File: src/hw/rtl/tsr_pkg.sv
// Package: shared constants, types and state codes for the triangle span rasterizer.
package tsr_pkg;
  localparam int COORD_BITS_DEF = 10;
  localparam int COLOUR_BITS = 24;
  localparam int OPC_LOAD = 0;
  localparam int OPC_ADVANCE = 1;

  typedef enum logic [3:0] {
    ST_IDLE,
    ST_SORT,
    ST_DIV,
    ST_SETUP,
    ST_READY,
    ST_STEP1,
    ST_STEP2,
    ST_EMIT
  } tsr_state_t;

  // controller -> datapath
  typedef struct packed {
    logic load;       // capture input item
    logic sort;       // sort vertices, classify
    logic div_start;  // start split division
    logic div_step;   // one divider step
    logic setup;      // set up current half
    logic snap;       // capture span into output register
    logic dec;        // count down spans, maybe switch half
    logic step1;      // step edge one
    logic step2;      // step edge two once
  } tsr_cmd_t;

  // datapath -> controller
  typedef struct packed {
    logic split;      // triangle needs two halves
    logic div_done;
    logic half_end;   // span in hand is the last of its half
    logic final_half;
    logic rows_met;   // edge two on edge one's row or guard hit
  } tsr_sts_t;
endpackage

File: src/hw/rtl/tsr_ctrl.sv
// Controller: sequencer for load, division, setup, span emit and edge walking.
module tsr_ctrl import tsr_pkg::*; (
  input  logic     clk,
  input  logic     rst_n,
  input  logic     in_valid,
  input  logic     in_opcode,
  output logic     in_ready,
  output logic     out_valid,
  input  logic     out_ready,
  input  tsr_sts_t sts,
  output tsr_cmd_t cmd
);
  tsr_state_t state_r, state_nxt;
  logic active_r, active_nxt;
  logic ovalid_r, ovalid_nxt;

  always_ff @(posedge clk) begin
    if (!rst_n) begin
      state_r  <= ST_IDLE;
      active_r <= 1'b0;
      ovalid_r <= 1'b0;
    end else begin
      state_r  <= state_nxt;
      active_r <= active_nxt;
      ovalid_r <= ovalid_nxt;
    end
  end

  assign out_valid = ovalid_r;
  // snap needs a free output slot
  assign in_ready = (state_r == ST_IDLE) &&
                    (!ovalid_r || out_ready || in_opcode == 1'(OPC_LOAD));

  always_comb begin
    state_nxt  = state_r;
    active_nxt = active_r;
    ovalid_nxt = ovalid_r && !out_ready;
    cmd        = '0;
    case (state_r)
      ST_IDLE: begin
        if (in_valid && in_ready) begin
          if (in_opcode == 1'(OPC_LOAD)) begin
            cmd.load  = 1'b1;
            state_nxt = ST_SORT;
          end else if (active_r) begin
            cmd.snap   = 1'b1;
            cmd.dec    = 1'b1;
            ovalid_nxt = 1'b1;
            if (sts.half_end) begin
              // last span of the half: no stepping; datapath starts next half during dec
              if (sts.final_half) active_nxt = 1'b0;
            end else begin
              state_nxt = ST_EMIT;
            end
          end
        end
      end
      ST_SORT: begin
        cmd.sort   = 1'b1;
        active_nxt = 1'b1;
        state_nxt  = ST_DIV;
      end
      ST_DIV: begin
        if (!sts.split) begin
          state_nxt = ST_SETUP;
        end else begin
          cmd.div_start = 1'b1;
          state_nxt     = ST_READY;
        end
      end
      ST_READY: begin
        cmd.div_step = 1'b1;
        if (sts.div_done) state_nxt = ST_SETUP;
      end
      ST_SETUP: begin
        cmd.setup = 1'b1;
        state_nxt = ST_IDLE;
      end
      ST_EMIT: begin
        cmd.step1 = 1'b1;
        state_nxt = ST_STEP2;
      end
      ST_STEP2: begin
        if (sts.rows_met) state_nxt = ST_IDLE;
        else cmd.step2 = 1'b1;
      end
      default: state_nxt = ST_IDLE;
    endcase
  end
endmodule

File: src/hw/rtl/tsr_dp.sv
// Datapath: vertex sort, split divider, Bresenham walkers and span register.
module tsr_dp import tsr_pkg::*; #(
  parameter int COORD_BITS = COORD_BITS_DEF
) (
  input  logic                   clk,
  input  logic [COORD_BITS-1:0]  vx_in [3],
  input  logic [COORD_BITS-1:0]  vy_in [3],
  input  logic [COLOUR_BITS-1:0] colour_in,
  input  tsr_cmd_t               cmd,
  input  logic                   rst_n,
  output tsr_sts_t               sts,
  output logic [COORD_BITS-1:0]  o_row,
  output logic [COORD_BITS-1:0]  o_xf,
  output logic [COORD_BITS-1:0]  o_xt,
  output logic [COLOUR_BITS-1:0] o_col,
  output logic                   o_last
);
  localparam int CW = COORD_BITS + 3;        // signed coordinate / delta
  localparam int EW = COORD_BITS + 4;        // error term
  localparam int PW = 2 * COORD_BITS + 1;    // product magnitude
  localparam int DCW = $clog2(PW + 1);
  localparam int GW = COORD_BITS + 3;
  localparam logic [GW-1:0] WALK_CAP = GW'((2 << COORD_BITS) + 2);

  typedef struct packed {
    logic signed [CW-1:0] x, y, dmaj, dmin, sx, sy;
    logic signed [EW-1:0] err;
    logic                 steep;
  } walk_t;

  logic [COORD_BITS-1:0] vx_r [3], vy_r [3];
  logic [COLOUR_BITS-1:0] col_r;
  logic signed [CW-1:0] ax_r, ay_r, bx_r, by_r, cx_r, cy_r;   // current half
  logic signed [CW-1:0] apx_r, apy_r, fx_r, spy_r, spx_r;
  logic split_r, phase_r;
  logic [COORD_BITS:0] steps_r;
  walk_t e1_r, e2_r;
  logic [GW-1:0] guard_r;
  // divider
  logic [PW-1:0] num_r, quo_r;
  logic [COORD_BITS-1:0] den_r;
  logic [PW:0] rem_r;
  logic neg_r;
  logic [DCW-1:0] dcnt_r;

  function automatic walk_t setup_w(logic signed [CW-1:0] ax, ay, bx, by);
    walk_t w;
    logic signed [CW-1:0] dx, dy;
    dx = bx - ax;
    dy = by - ay;
    w.sx = (dx > 0) ? CW'(1) : (dx < 0) ? -CW'(1) : CW'(0);
    w.sy = (dy > 0) ? CW'(1) : (dy < 0) ? -CW'(1) : CW'(0);
    if (dx < 0) dx = -dx;
    if (dy < 0) dy = -dy;
    w.steep = dy > dx;
    w.dmaj = w.steep ? dy : dx;
    w.dmin = w.steep ? dx : dy;
    w.err = EW'(2 * EW'(w.dmin) - EW'(w.dmaj));
    w.x = ax;
    w.y = ay;
    return w;
  endfunction

  // guard of at most four inner steps, then one outer step
  function automatic walk_t step_w(walk_t wi);
    walk_t w;
    w = wi;
    if (w.dmaj != 0) begin
      for (int g = 0; g < 4; g++) begin
        if (w.err >= 0) begin
          if (w.steep) w.x = w.x + w.sx; else w.y = w.y + w.sy;
          w.err = EW'(w.err - 2 * EW'(w.dmaj));
        end
      end
      if (w.steep) w.y = w.y + w.sy; else w.x = w.x + w.sx;
      w.err = EW'(w.err + 2 * EW'(w.dmin));
    end
    return w;
  endfunction

  // sort network (stable insertion, descending y)
  logic [COORD_BITS-1:0] sx_c [3], sy_c [3], tx, ty;
  always_comb begin
    sx_c = vx_r;
    sy_c = vy_r;
    if (sy_c[0] < sy_c[1]) begin
      tx = sx_c[0]; sx_c[0] = sx_c[1]; sx_c[1] = tx;
      ty = sy_c[0]; sy_c[0] = sy_c[1]; sy_c[1] = ty;
    end
    if (sy_c[1] < sy_c[2]) begin
      tx = sx_c[1]; sx_c[1] = sx_c[2]; sx_c[2] = tx;
      ty = sy_c[1]; sy_c[1] = sy_c[2]; sy_c[2] = ty;
    end
    if (sy_c[0] < sy_c[1]) begin
      tx = sx_c[0]; sx_c[0] = sx_c[1]; sx_c[1] = tx;
      ty = sy_c[0]; sy_c[0] = sy_c[1]; sy_c[1] = ty;
    end
    tx = '0;
    ty = '0;
  end

  logic signed [CW-1:0] sxs [3], sys [3];
  always_comb begin
    for (int i = 0; i < 3; i++) begin
      sxs[i] = CW'(sx_c[i]);
      sys[i] = CW'(sy_c[i]);
    end
  end

  // split division: (y0-y1)*(x0-x2) / (y0-y2), y0>y1>y2
  logic signed [CW-1:0] dxa;
  logic [COORD_BITS-1:0] dxm;
  logic [PW:0] rem_sh;
  logic [PW-1:0] q_nxt;
  logic signed [CW-1:0] q_s;
  always_comb begin
    dxa = ax_r - CW'(vx_r[2]);
    dxm = dxa[CW-1] ? COORD_BITS'(-dxa) : COORD_BITS'(dxa);
    rem_sh = {rem_r[PW-1:0], num_r[PW-1]};
    q_nxt = {quo_r[PW-2:0], rem_sh >= (PW+1)'(den_r)};
    q_s = neg_r ? -CW'(q_nxt) : CW'(q_nxt);
  end

  walk_t e1_n, e2_n;
  always_comb begin
    e1_n = step_w(e1_r);
    e2_n = step_w(e2_r);
  end

  // edge setup for the current half and for the lower half
  walk_t e1_s, e2_s, e1_h, e2_h;
  always_comb begin
    e1_s = setup_w(ax_r, ay_r, bx_r, by_r);
    e2_s = setup_w(ax_r, ay_r, cx_r, cy_r);
    e1_h = setup_w(apx_r, apy_r, fx_r, spy_r);
    e2_h = setup_w(apx_r, apy_r, spx_r, spy_r);
  end

  assign sts.div_done = (dcnt_r == '0);
  assign sts.split = split_r;
  assign sts.final_half = phase_r;
  assign sts.half_end = (steps_r <= (COORD_BITS+1)'(1));
  assign sts.rows_met = (e2_r.y == e1_r.y) || (guard_r == WALK_CAP);

  always_ff @(posedge clk) begin
    if (!rst_n) begin
      phase_r <= 1'b0;
      steps_r <= '0;
      dcnt_r  <= '0;
    end else begin
      if (cmd.load) begin
        vx_r  <= vx_in;
        vy_r  <= vy_in;
        col_r <= colour_in;
      end
      if (cmd.sort) begin
        // ax/ay hold the apex of the current half (v0, or v2 for a flat top); vx_r/vy_r become sorted
        vx_r <= sx_c;
        vy_r <= sy_c;
        if (sy_c[1] == sy_c[2]) begin
          split_r <= 1'b0; phase_r <= 1'b1;
          ax_r <= sxs[0]; ay_r <= sys[0]; bx_r <= sxs[1]; by_r <= sys[1];
          cx_r <= sxs[2]; cy_r <= sys[2];
        end else if (sy_c[0] == sy_c[1]) begin
          split_r <= 1'b0; phase_r <= 1'b1;
          ax_r <= sxs[2]; ay_r <= sys[2]; bx_r <= sxs[0]; by_r <= sys[0];
          cx_r <= sxs[1]; cy_r <= sys[1];
        end else begin
          split_r <= 1'b1; phase_r <= 1'b0;
          ax_r <= sxs[0]; ay_r <= sys[0]; bx_r <= sxs[1]; by_r <= sys[1];
          apx_r <= sxs[2]; apy_r <= sys[2]; fx_r <= sxs[1]; spy_r <= sys[1];
          cy_r <= sys[1];
        end
      end
      if (cmd.div_start) begin
        num_r  <= PW'(COORD_BITS'(vy_r[0] - vy_r[1]) * dxm);
        den_r  <= vy_r[0] - vy_r[2];
        neg_r  <= dxa[CW-1];
        rem_r  <= '0;
        quo_r  <= '0;
        dcnt_r <= DCW'(PW);
      end else if (cmd.div_step && dcnt_r != '0) begin
        num_r <= num_r << 1;
        if (rem_sh >= (PW+1)'(den_r)) begin
          rem_r <= rem_sh - (PW+1)'(den_r);
        end else begin
          rem_r <= rem_sh;
        end
        quo_r  <= q_nxt;
        dcnt_r <= dcnt_r - 1'b1;
        if (dcnt_r == DCW'(1)) begin
          cx_r  <= ax_r - q_s;
          spx_r <= ax_r - q_s;
        end
      end
      if (cmd.setup) begin
        e1_r    <= e1_s;
        e2_r    <= e2_s;
        steps_r <= (COORD_BITS+1)'(e1_s.dmaj) + 1'b1;
      end
      if (cmd.snap) begin
        o_row  <= COORD_BITS'(e1_r.y);
        o_xf   <= COORD_BITS'(e1_r.x);
        o_xt   <= COORD_BITS'(e2_r.x);
        o_col  <= col_r;
        o_last <= phase_r && (steps_r <= (COORD_BITS+1)'(1));
      end
      if (cmd.dec) begin
        if (steps_r > (COORD_BITS+1)'(1)) begin
          steps_r <= steps_r - 1'b1;
        end else if (!phase_r) begin
          // lower half: apex v2, edges to the middle vertex and the split point
          phase_r <= 1'b1;
          e1_r    <= e1_h;
          e2_r    <= e2_h;
          steps_r <= (COORD_BITS+1)'(e1_h.dmaj) + 1'b1;
        end else begin
          steps_r <= '0;
        end
      end
      if (cmd.step1) begin
        e1_r    <= e1_n;
        guard_r <= '0;
      end
      if (cmd.step2) begin
        e2_r    <= e2_n;
        guard_r <= guard_r + 1'b1;
      end
    end
  end
endmodule

File: src/hw/rtl/triangle_span_rasterizer.sv
// Top level: triangle span rasterizer with valid/ready input and span channels.
//
// Input channel (in_*): opcode 0 loads a triangle (three vertices, colour);
// opcode 1 asks for the next horizontal span. Output channel (out_*) carries
// one span (row, x from, x to, colour, last flag) per advance while a
// triangle is active; advances with no triangle give nothing, and a load
// drops any triangle in progress.
// A load keeps the input busy through sort and setup and, when the triangle
// is split, the bit-serial split divider (one quotient bit a cycle).
// An advance puts its span in the output register at its transfer edge, so
// out_valid rises the next cycle. The last span of a half frees the input at
// once; any other span then steps edge one once and edge two one Bresenham
// step a cycle until rows meet, and the input stays busy until then.
// Reset clears the controller and drops any triangle. A stalled receiver
// holds the span register; the next advance waits until it is taken, while
// a load is still accepted.
module triangle_span_rasterizer import tsr_pkg::*; #(
  parameter int COORD_BITS = COORD_BITS_DEF
) (
  input  logic                   clk,
  input  logic                   rst_n,
  input  logic                   in_valid,
  output logic                   in_ready,
  input  logic                   in_opcode,
  input  logic [COORD_BITS-1:0]  in_first_x,
  input  logic [COORD_BITS-1:0]  in_first_y,
  input  logic [COORD_BITS-1:0]  in_second_x,
  input  logic [COORD_BITS-1:0]  in_second_y,
  input  logic [COORD_BITS-1:0]  in_third_x,
  input  logic [COORD_BITS-1:0]  in_third_y,
  input  logic [COLOUR_BITS-1:0] in_fill_colour,
  output logic                   out_valid,
  input  logic                   out_ready,
  output logic [COORD_BITS-1:0]  out_span_row,
  output logic [COORD_BITS-1:0]  out_span_x_from,
  output logic [COORD_BITS-1:0]  out_span_x_to,
  output logic [COLOUR_BITS-1:0] out_span_colour,
  output logic                   out_last_span
);
  tsr_cmd_t cmd;
  tsr_sts_t sts;
  logic [COORD_BITS-1:0] vx [3], vy [3];

  assign vx = '{in_first_x, in_second_x, in_third_x};
  assign vy = '{in_first_y, in_second_y, in_third_y};

  tsr_ctrl u_ctrl (
    .clk, .rst_n, .in_valid, .in_opcode, .in_ready,
    .out_valid, .out_ready, .sts, .cmd
  );

  tsr_dp #(.COORD_BITS(COORD_BITS)) u_dp (
    .clk, .rst_n, .vx_in(vx), .vy_in(vy), .colour_in(in_fill_colour),
    .cmd, .sts,
    .o_row(out_span_row), .o_xf(out_span_x_from), .o_xt(out_span_x_to),
    .o_col(out_span_colour), .o_last(out_last_span)
  );
endmodule

File: config.mk
export PLATFORM = sky130hd
export DESIGN_NAME = triangle_span_rasterizer
export DESIGN_NICKNAME = d
export VERILOG_FILES = /design/src/hw/rtl/tsr_pkg.sv /design/src/hw/rtl/tsr_ctrl.sv /design/src/hw/rtl/tsr_dp.sv /design/src/hw/rtl/triangle_span_rasterizer.sv
export SDC_FILE = /design/constraint.sdc
export NUM_CORES = 2
export LEC_CHECK = 0
export ABC_AREA = 0
export BUFFER_PORTS_ARGS = -buffer_cell sky130_fd_sc_hd__buf_4
export CORE_MARGIN = 4
export CORE_UTILIZATION = 44
export DETAILED_ROUTE_END_ITERATION = 12
export PLACE_DENSITY = 0.66
export SLEW_MARGIN = 20
export SYNTH_ARGS = -nofsm -noshare
export SYNTH_HDL_FRONTEND = slang
export SYNTH_SLANG_ARGS = --single-unit
File: constraint.sdc
create_clock -name clk -period 10.8 [get_ports clk]
set_clock_uncertainty 0.1 [all_clocks]
set_input_delay 1.62 -clock clk [delete_from_list [all_inputs] [get_ports clk]]
set_output_delay 1.62 -clock clk [all_outputs]
set_load 0.02 [all_outputs]
==> results.sh <==
export IMPL_outcome="finished, final reports clean"
export IMPL_ys_ff_latch=528
export IMPL_die_x_microns=369
export IMPL_num_vias=51000
export IMPL_drive_gt1_frac=0.0843
export IMPL_yosys_area_top_type_share=0.265
export IMPL_tightest_slew_ns=1.17
export IMPL_endpoint="u_dp.cx_r[10]$_DFFE_PP_"
export IMPL_hold_violations=0
export IMPL_grt_first_pass_wirelength_mm=283
export IMPL_grt_usage=0.263
export IMPL_drv_slew=0
export IMPL_syn_inst=6704
export IMPL_worstSetupEndpointType="flip-flop"
export IMPL_avgSynthCellArea_sq_um=8.55
export IMPL_die_h_microns=369
export IMPL_crit_path_max_fanout=35
export IMPL_rsz0062_at_grt="no"
export IMPL_max_slew_margin_rel=0.212
export IMPL_cts_resized=0
export IMPL_nets=7644
export IMPL_synth_warnings=0
export IMPL_synth_top_cell_by_area="edfxtp_1"
export IMPL_worstHoldPathType="flip-flop to flip-flop"
export IMPL_yosys_top_cells_area="edfxtp_1, ha_1, xnor2_1, a21oi_1, nand2_1"
export IMPL_wl_mm=185
export IMPL_ys_seq_area_frac=0.273
export IMPL_cts_tree="done"
export IMPL_postRouteAntennaNets=0
export IMPL_initial_core_util=0.443
export IMPL_rows=132
export IMPL_finish_utilization=0.486
export IMPL_wl_per_cell_microns=21.5
export IMPL_cp_startpoint="u_dp.vy_r[20]$_DFFE_PP_"
export IMPL_yosysUniqueCellTypes=110
export IMPL_worstSetupPathType="flip-flop to flip-flop"
export IMPL_setup_violations=0
export IMPL_ys_async_sr_fraction=0
export IMPL_ctsHoldBuffers=0
export IMPL_period_minus_slack_ns=9.89
export IMPL_clk_pin_slew_ns=0.06
export IMPL_max_stage_delay_ns=0.73
export IMPL_drtPass1Iterations=9
export IMPL_clk_latency_ns=0.69
export IMPL_synth_area_sq_um=57300
export IMPL_fin_setup_tns_ns=0
export IMPL_clk_path_buf_depth=3
export IMPL_drc=0
export IMPL_arrival_ns=10.19
export IMPL_gr_total_overflow=0
export IMPL_crit_required_ns=11.10
export IMPL_core_area_sq_um=129000
export IMPL_cts_sinks=528
export IMPL_io_buffers=145
export IMPL_worstReg2RegEnd="u_dp.cx_r[10]$_DFFE_PP_"
export IMPL_r2r_cells=32
export IMPL_cts_root_buffer="clkbuf_16"
export IMPL_synthFlopType="edfxtp_1"
export IMPL_ff2ff_setup_slack_ns=0.91
export IMPL_viasPerCell=5.94
export IMPL_dieArea_sq_um=136000
export IMPL_slowest_stage="a31o_2"
export IMPL_instances_no_fill=8599
export IMPL_gp_congestion=0.973
export IMPL_dp_hpwl_mm=146
export IMPL_grt_max_degree=85
export IMPL_io_pins=146
export IMPL_timing_max_cap_violations=0
export IMPL_drt_iter0_drc=4724
export IMPL_cp_start_kind="flip-flop"
export IMPL_period_share=0.916
export IMPL_fmax_mhz=101
export IMPL_synth_edf_count=506
export IMPL_dp_cells=8468
export IMPL_h_tree_depth=3
export IMPL_r2r_start="u_dp.vy_r[20]$_DFFE_PP_"
export IMPL_postCtsSetupBuffers=0
export IMPL_numCtsBuffers=70
export IMPL_grt_antenna_before_repair=7
export IMPL_area_growth_synth_to_final_pct=9.84
export IMPL_grt_pass1_vias=48500
flip-flops by register name, indices dropped and copies added, names as in the netlist, 11 cells and up:
name and count:
u_dp.e1_n 50, u_dp.e2_n 50, u_dp.e1_r 36, u_dp.e2_r 36, u_dp.vx_r 30, u_dp.vy_r 30, u_dp.col_r 24, u_dp.o_col 24
u_dp.num_r 21, u_dp.rem_r 21, u_dp.cx_r 13, u_dp.guard_r 13, u_dp.spx_r 13, u_dp.quo_r 12, u_dp.steps_r 11
metal layers:
layer  GRT usage  vias up  share of wire
met5           0        -        0.00012
met4      0.0929        4          0.040
met3      0.0388      349          0.074
met2       0.432     1918           0.46
met1       0.354    24500           0.43
li1            -    24300              -
how the worst min path moves through the flow:
stage / end / cells past startpoint / slack (ns) / start
global placement: u_dp.o_col[22]$_DFFE_PP_ / 0 / 0.30 / u_dp.col_r[22]$_DFFE_PP_
detailed placement: u_dp.o_col[11]$_DFFE_PP_ / 0 / 0.30 / u_dp.col_r[11]$_DFFE_PP_
finish: u_dp.o_col[22]$_DFFE_PP_ / 0 / 0.32 / u_dp.col_r[22]$_DFFE_PP_
global route: u_dp.o_col[7]$_DFFE_PP_ / 0 / 0.32 / u_dp.col_r[7]$_DFFE_PP_
floorplan: u_dp.o_col[0]$_DFFE_PP_ / 0 / 0.30 / u_dp.col_r[0]$_DFFE_PP_
CTS: u_dp.o_col[22]$_DFFE_PP_ / 0 / 0.32 / u_dp.col_r[22]$_DFFE_PP_
worst max-delay path: cells and delay by family, from the launching register on:
family	cells	cell delay (ns)
fa+ha+maj	4	1.11
buf+inv	4	0.65
compound gates	14	4.91
simple gates	10	2.31
flops	1	0.52
logic make-up after synthesis:
group,synth area share
other,0.000131
muxes,0.0470
DFF,0.273
adders and majority gates,0.179
and+or+nand+nor,0.155
buffers and inverters,0.0524
AOI/OAI and AO/OA,0.210
xor gates and xnor gates,0.0828
cell type report:
class | count | area [sq um]
fill | 12400 | 66500
multi-input combinational | 5400 | 38900
sequential | 528 | 15600
tap | 1742 | 2180
inverter | 558 | 2090
clock buffer | 81 | 1840
timing repair buffer | 241 | 1820
clock inverter | 45 | 477
antenna | 4 | 10.0
placed cells by master (no fill, tap or decap), types with 38 or more instances in the layout:
cell type and n:
xor2_1 199, nand3_1 132, a21boi_0 44, nand2_1 702
o21ai_0 460, clkbuf_16 72, nor2b_1 98, o21a_1 57
ha_1 648, fa_1 108, and2_1 39, o21ai_1 38
o211ai_1 75, or3_1 53, buf_4 240, inv_1 547
nand2b_1 68, edfxtp_1 506, o21bai_1 72, nor3_1 129
a211oi_1 48, mux2i_1 124, mux2_2 123, a31oi_1 71
a21oi_1 559, a21o_1 170, xnor2_1 339, nor2_1 498
synth_stat cells, drive strengths merged (15+ instances only):
cell type / instances
dfxtp: 22
o21ai: 499
nor2: 513
nor3: 133
edfxtp: 506
or2: 30
a21boi: 49
fa: 108
o22ai: 17
a21oi: 560
o31ai: 37
nand2b: 68
o21bai: 72
nor2b: 98
mux2: 127
nand3: 135
clkbuf: 180
and3: 33
nand2: 704
mux2i: 125
o21a: 57
a211oi: 51
nand4: 29
nand3b: 16
a221o: 17
xnor2: 341
a31oi: 71
xor2: 199
buf: 49
o41ai: 19
o22a: 22
o2111ai: 16
o211ai: 76
a21o: 171
ha: 648
a22oi: 15
nor4: 26
and2: 39
a221oi: 22
or3: 53
inv: 554
stage by stage:
stage | hold WS, ns | setup WS, ns | area (sq um)
floorplan | 0.300 | 1.92 | 57400
global route | 0.322 | 0.305 | 63000
CTS | 0.318 | 1.06 | 63000
detailed placement | 0.305 | 1.09 | 60600
finish | 0.318 | 0.908 | 63000
global placement | 0.300 | 1.05 | 60600
Power is left out: the tool's default activity adds up to more than one toggle a clock period on the data nets, which glitch-free logic cannot reach.
